### src/rtl/tbp_pkg.sv
`timescale 1ns / 1ps

package tbp_pkg;

  // Stream payload widths (fields packed from bit 0, padded to whole bytes)
  localparam int unsigned AddrW     = 32;
  localparam int unsigned CountW    = 32;
  localparam int unsigned InTdataW  = 40;
  localparam int unsigned OutTdataW = 40;

  // Output queue depth and its pointer / count widths
  localparam int unsigned OutDepth  = 3;
  localparam int unsigned OutPtrW   = 2;
  localparam int unsigned OutCntW   = 2;

  // 2-bit saturating-style counter states
  localparam logic [1:0] CtrStrongNt = 2'd0;
  localparam logic [1:0] CtrWeakNt   = 2'd1;
  localparam logic [1:0] CtrWeakT    = 2'd2;
  localparam logic [1:0] CtrStrongT  = 2'd3;

  // Reset contents of the tables
  localparam logic [1:0] CtrReset = CtrWeakNt;
  localparam logic [1:0] SelReset = CtrWeakT;

  // One result transaction, predicted_taken in bit 0
  typedef struct packed {
    logic [CountW-1:0] correct_total;
    logic              chosen_correct;
    logic              gshare_predicted;
    logic              bimodal_predicted;
    logic              predicted_taken;
  } out_item_t;

endpackage

### src/rtl/tbp_out_fifo.sv
`timescale 1ns / 1ps

module tbp_out_fifo (
  input  logic              clk_i,
  input  logic              rst_ni,
  input  logic              push_i,
  input  tbp_pkg::out_item_t push_data_i,
  input  logic              pop_ready_i,
  output logic              valid_o,
  output tbp_pkg::out_item_t data_o,
  output logic [tbp_pkg::OutCntW-1:0] count_o
);
  import tbp_pkg::*;

  out_item_t          mem_q [OutDepth];
  logic [OutPtrW-1:0] wr_ptr_q, wr_ptr_d;
  logic [OutPtrW-1:0] rd_ptr_q, rd_ptr_d;
  logic [OutCntW-1:0] count_q, count_d;
  logic               pop;

  function automatic logic [OutPtrW-1:0] ptr_inc(input logic [OutPtrW-1:0] p);
    logic [OutPtrW-1:0] r;
    if (p == OutPtrW'(OutDepth - 1)) begin
      r = '0;
    end else begin
      r = p + OutPtrW'(1);
    end
    return r;
  endfunction

  assign valid_o = (count_q != '0);
  assign data_o  = mem_q[rd_ptr_q];
  assign count_o = count_q;
  assign pop     = valid_o & pop_ready_i;

  always_comb begin
    wr_ptr_d = push_i ? ptr_inc(wr_ptr_q) : wr_ptr_q;
    rd_ptr_d = pop ? ptr_inc(rd_ptr_q) : rd_ptr_q;
    count_d  = count_q;
    if (push_i && !pop) begin
      count_d = count_q + OutCntW'(1);
    end else if (!push_i && pop) begin
      count_d = count_q - OutCntW'(1);
    end
  end

  always_ff @(posedge clk_i or negedge rst_ni) begin
    if (!rst_ni) begin
      wr_ptr_q <= '0;
      rd_ptr_q <= '0;
      count_q  <= '0;
    end else begin
      wr_ptr_q <= wr_ptr_d;
      rd_ptr_q <= rd_ptr_d;
      count_q  <= count_d;
    end
  end

  always_ff @(posedge clk_i) begin
    if (push_i) begin
      mem_q[wr_ptr_q] <= push_data_i;
    end
  end

endmodule

### config.mk
export PLATFORM = sky130hd
export DESIGN_NAME = tbp_out_fifo
export DESIGN_NICKNAME = d
export VERILOG_FILES = /design/src/rtl/tbp_pkg.sv /design/src/rtl/tbp_out_fifo.sv
export SDC_FILE = /design/constraint.sdc
export NUM_CORES = 1
export LEC_CHECK = 0
export ABC_CLOCK_PERIOD_IN_PS = 3800
export BUFFER_PORTS_ARGS = -buffer_cell sky130_fd_sc_hd__buf_2
export CAP_MARGIN = 15
export CELL_PAD_IN_SITES_DETAIL_PLACEMENT = 0
export CELL_PAD_IN_SITES_GLOBAL_PLACEMENT = 1
export CORE_UTILIZATION = 41
export DETAILED_ROUTE_END_ITERATION = 8
export PLACE_DENSITY_LB_ADDON = 0.2
export SETUP_SLACK_MARGIN = 0.05
export SYNTH_ARGS = -nofsm -noshare
export SYNTH_HDL_FRONTEND = slang
export SYNTH_SLANG_ARGS = --single-unit
### constraint.sdc
create_clock -name clk_i -period 3.8 [get_ports clk_i]
set_input_delay 0.38 -clock clk_i [delete_from_list [all_inputs] [get_ports clk_i]]
set_output_delay 0.38 -clock clk_i [all_outputs]
set_load 0.02 [all_outputs]
## Word-level counts from Yosys, hierarchy flattened

Memory sizes are Yosys's and may differ from the RTL's.
Cells that the tools add are included.

| operators by class | value |
|---|---|
| add/subtract/negate cells | 4 |
| multipliers | 0 |
| div/mod/pow operators | 0 |
| order comparisons | 0 |
| equality and inequality tests | 2 |
| shifts and indexed selects | 0 |
| multiplexer cells | 6 |
| bitwise operators | 1 |
| reductions and logical operators | 6 |

Operator list:

| cell | count |
|---|---|
| 2-bit two-way mux | 4 |
| 2-bit by 1-bit adder with 2-bit output, second input constant | 3 |
| 2-bit == test, second input constant | 2 |
| 2-bit nonzero test | 2 |
| 1-bit logical AND | 2 |
| 1-bit logical NOT | 2 |
| 1-bit two-way mux | 2 |
| 2-bit by 1-bit subtractor with 2-bit output, second input constant | 1 |
| 1-bit bitwise AND | 1 |

| storage, ports and cells | value |
|---|---|
| register bits | 6 |
| bits in latches | 0 |
| memory bits (writable) | 108 |
| ROM bits | 0 |
| output and inout port bits | 39 |
| memories kept | 1 |

Memories:

| memory | words | width | rd ports | clocked after Yosys merged registers in | write ports | line | source |
|---|---|---|---|---|---|---|---|
| mem_q | 3 | 36 | 1 | 0 | 1 | tbp_out_fifo.sv:15 | `out_item_t mem_q [OutDepth];` |

## Longest topological paths before layout

| depth | value |
|---|---|
| depth after elaboration | 5 |
| depth in mapped cells | 5 |

## Worst setup path before layout

No wires, ideal clock.

| timing | value |
|---|---|
| path kind | input port to flip-flop |
| from | input push_i |
| to | memory mem_q[2][0] (netlist bit), enable pin |
| data arrival time | 3.108 ns |
| setup slack | 0.211 ns |
| cell stages on the path | 2 |
| path buffers | 0 |
| path through | inv_1 nor3b_1 |

| on the way | value |
|---|---|
| word-level cells in the longest chain between the ends | 2 |

Ends and longest elaborated chain:

| item | line | source |
|---|---|---|
| from (decl) | tbp_out_fifo.sv:6 | `input logic push_i,` |
| 1-bit two-way mux | tbp_out_fifo.sv:60 | `if (push_i) begin` |
| 1-bit two-way mux (implied by the code) | tbp_out_fifo.sv:61 | `mem_q[wr_ptr_q] <= push_data_i;` |
| to (decl) | tbp_out_fifo.sv:15 |  |

Every way passes these cells.

==> results.toml <==
[placement]
port_buffers = 78
hpwl_um = 4460
postPlaceCellArea_um2 = 4820
dp_cells = 461
place_congestion = 0.689

[clock_tree]
cts_buffers = 17
postCtsSetupBuffers = 0
ctsRootBufferMaster = "clkbuf_8"
clock_path_buffers = 2
cts_sinks = 114
cts-htree-levels = 4
clkSlewWorstSetupHoldPaths_ns = 0.05
clock_latency_ns = 0.49
tritoncts = "done"

[final_layout]
nets = 387
layout_common_cells = "edfxtp_1, buf_2, nand2_1, mux2i_1, o21ai_0"
fin_cells = 493
layout_commonest_cell = "edfxtp_1"
final_area_um2 = 5410
area_growth_pct = 25.7
antenna_cells = 0
drive_above_1_share_pct = 33.3

[setup_path]
critPathCaptureType = "primary output"
path_class = "flip-flop to primary output"
startpoint_type = "flip-flop"
arrival_ns = 2.24
startpoint = "rd_ptr_q[0]$_DFFE_PN0P_"
rr_worst_depth = 5
worst_ep_required_time_ns = 3.42
crit_fanout = 21
r2r-start = "count_o[0]$_DFFE_PN0P_"

[drt]
vias = 2282
ant_nets = 0
drc_errors = 0
drt_pass1_iterations = 4
wire_per_inst_um = 14.7
via_per_inst = 4.63
drtIter0Drc = 85
drt_wl_total_um = 7240

[floorplan]
ioPinCount = 79
die_x_um = 104
start_util_pct = 42.1
num_rows = 37
fp.dieH_um = 104
die-area_um2 = 10900
core-area_um2 = 10200

[global_route]
grt_pass1_wl_um = 11600
grt_max_degree = 51
overflow = 0
antenna_found_initial = 0
grt_pass1_vias = 2280
grt_usage_pct = 14.6

[timing]
slew-limit-headroom_pct = 43.8
setup_violations = 0
final.period_utilization_pct = 69.0
rsz0062_at_grt = "false"
fmax_mhz = 382
finalCriticalPeriod_ns = 2.62
final_hold_viol_count = 0
fin_skew_ns = 0.00772
worst_pin_slew_ns = 0.844
tns_ns = 0
slew_violations = 0

[run_status]
status = "finished clean"

[power_and_ir_drop]
p_per_area_nw_per_um2 = 834
p_leak_nw = 2.04
vdd_drop_max_uv = 362

[synthesis]
synthCells = 254
synth_area_leader_cell = "edfxtp_1"
ys_ff_latch = 114
synth_area_leaders = "edfxtp_1, mux2i_1, dfrtp_1"
syn_nets = 295
synth_top_area_share_pct = 75.3
ys_types = 21
ys_seq_area_share_pct = 78.8
ys_warn_count = 0
avgSynthCellArea_um2 = 16.9
netlist_area_um2 = 4300

[min_path]
worstHoldPathCells = 1
hp-start = "push_data_i[27]"
hp-class = "input port to flip-flop"

[job]
maxCapViolCount = 0
[critical path: stages, from the launching register on]
cell and delay, ns:
dfrtp_2 0.75, buf_4 0.45, mux2i_1 0.14, o21ai_0 0.20, buf_2 0.20
[layer usage]
layer	part of all wire, %	track usage, %
met4	0.84	7.35
met5	0	0
met1	44	18.3
met2	49	22.3
met3	5.6	5.20
[through the flow]
| step | util [%] | hold WS (ns) | power (mW) | setup WS [ns] |
|---|---|---|---|---|
| 2_1_floorplan | - | 0.0844 | 2.71 | 0.211 |
| 6_report | 52.9 | 0.0842 | 4.51 | 1.18 |
| 4_1_cts | 52.7 | 0.0568 | 4.57 | 1.10 |
| 3_5_place_dp | 47.1 | 0.216 | 3.10 | 1.63 |
| 3_3_place_gp | 47.1 | 0.215 | 3.08 | 1.67 |
| 5_1_grt | 52.9 | 0.0635 | 4.75 | 0.985 |
[layout make-up]
type / instances / area [µm²]
Fill cell: 860 / 4820
Clock buffer: 17 / 414
Clock inverter: 13 / 145
Inverter: 1 / 3.75
Multi-Input combinational cell: 126 / 815
Sequential cell: 114 / 3400
Tap cell: 136 / 170
Timing Repair Buffer: 86 / 465
[flip-flops by register name (all words and copies together), names as in the netlist]
| name | flops |
|---|---|
| wr_ptr_q | 2 |
| mem_q | 108 |
| rd_ptr_q | 2 |
| count_o | 2 |
[cell usage after synthesis]
cell type  number
buf_6           3
nor2_1          2
o21ai_0        29
inv_1           1
nor3_1          1
buf_2           5
nor3_2          1
buf_12          2
nand2_1        38
mux2i_1        36
dfrtp_1         6
xor2_1          2
edfxtp_1      108
ha_1            1
o21ai_1         9
nand2b_1        1
xnor2_1         1
nor3b_1         1
a21o_1          3
or2_2           1
clkbuf_1        3
[cell families (layout without fill, tap and decap cells)]
| family | count (synthesis) | in the layout | synth area share, % |
|---|---|---|---|
| AOI/OAI and AO/OA | 41 | 41 | 4.94 |
| xor gates and xnor gates | 3 | 3 | 0.611 |
| adders and majority gates | 1 | 1 | 0.291 |
| buffers and inverters | 14 | 117 | 2.65 |
| DFF | 114 | 114 | 78.8 |
| muxes | 36 | 36 | 8.37 |
| and+or+nand+nor | 45 | 45 | 4.30 |
[timing repair]
item	CTS	global route
hold buffers	1	0
hold endpoints to repair	6	0
gates resized for setup	0	0
[final timing paths]
check / end / slack (ns)
max in group asynchronous: rd_ptr_q[1]$_DFFE_PN0P_ / 3.40
min: mem_q[2][27]$_DFFE_PP_ / 0.08
max reg2reg: count_o[1]$_DFFE_PN0P_ / 2.29
min reg2reg: count_o[1]$_DFFE_PN0P_ / 0.53
min in group asynchronous: count_o[1]$_DFFE_PN0P_ / 0.24
max: data_o[12] / 1.18
[report_power, final]
part | switching, mW | leakage [nW] | total, mW | internal [mW]
logic | 0.787 | 0.696 | 1.24 | 0.452
clock network | 0.490 | 0.272 | 1.47 | 0.976
registers | 0.189 | 1.07 | 1.81 | 1.62
No activity file was read; power rests on OpenSTA's default activity.
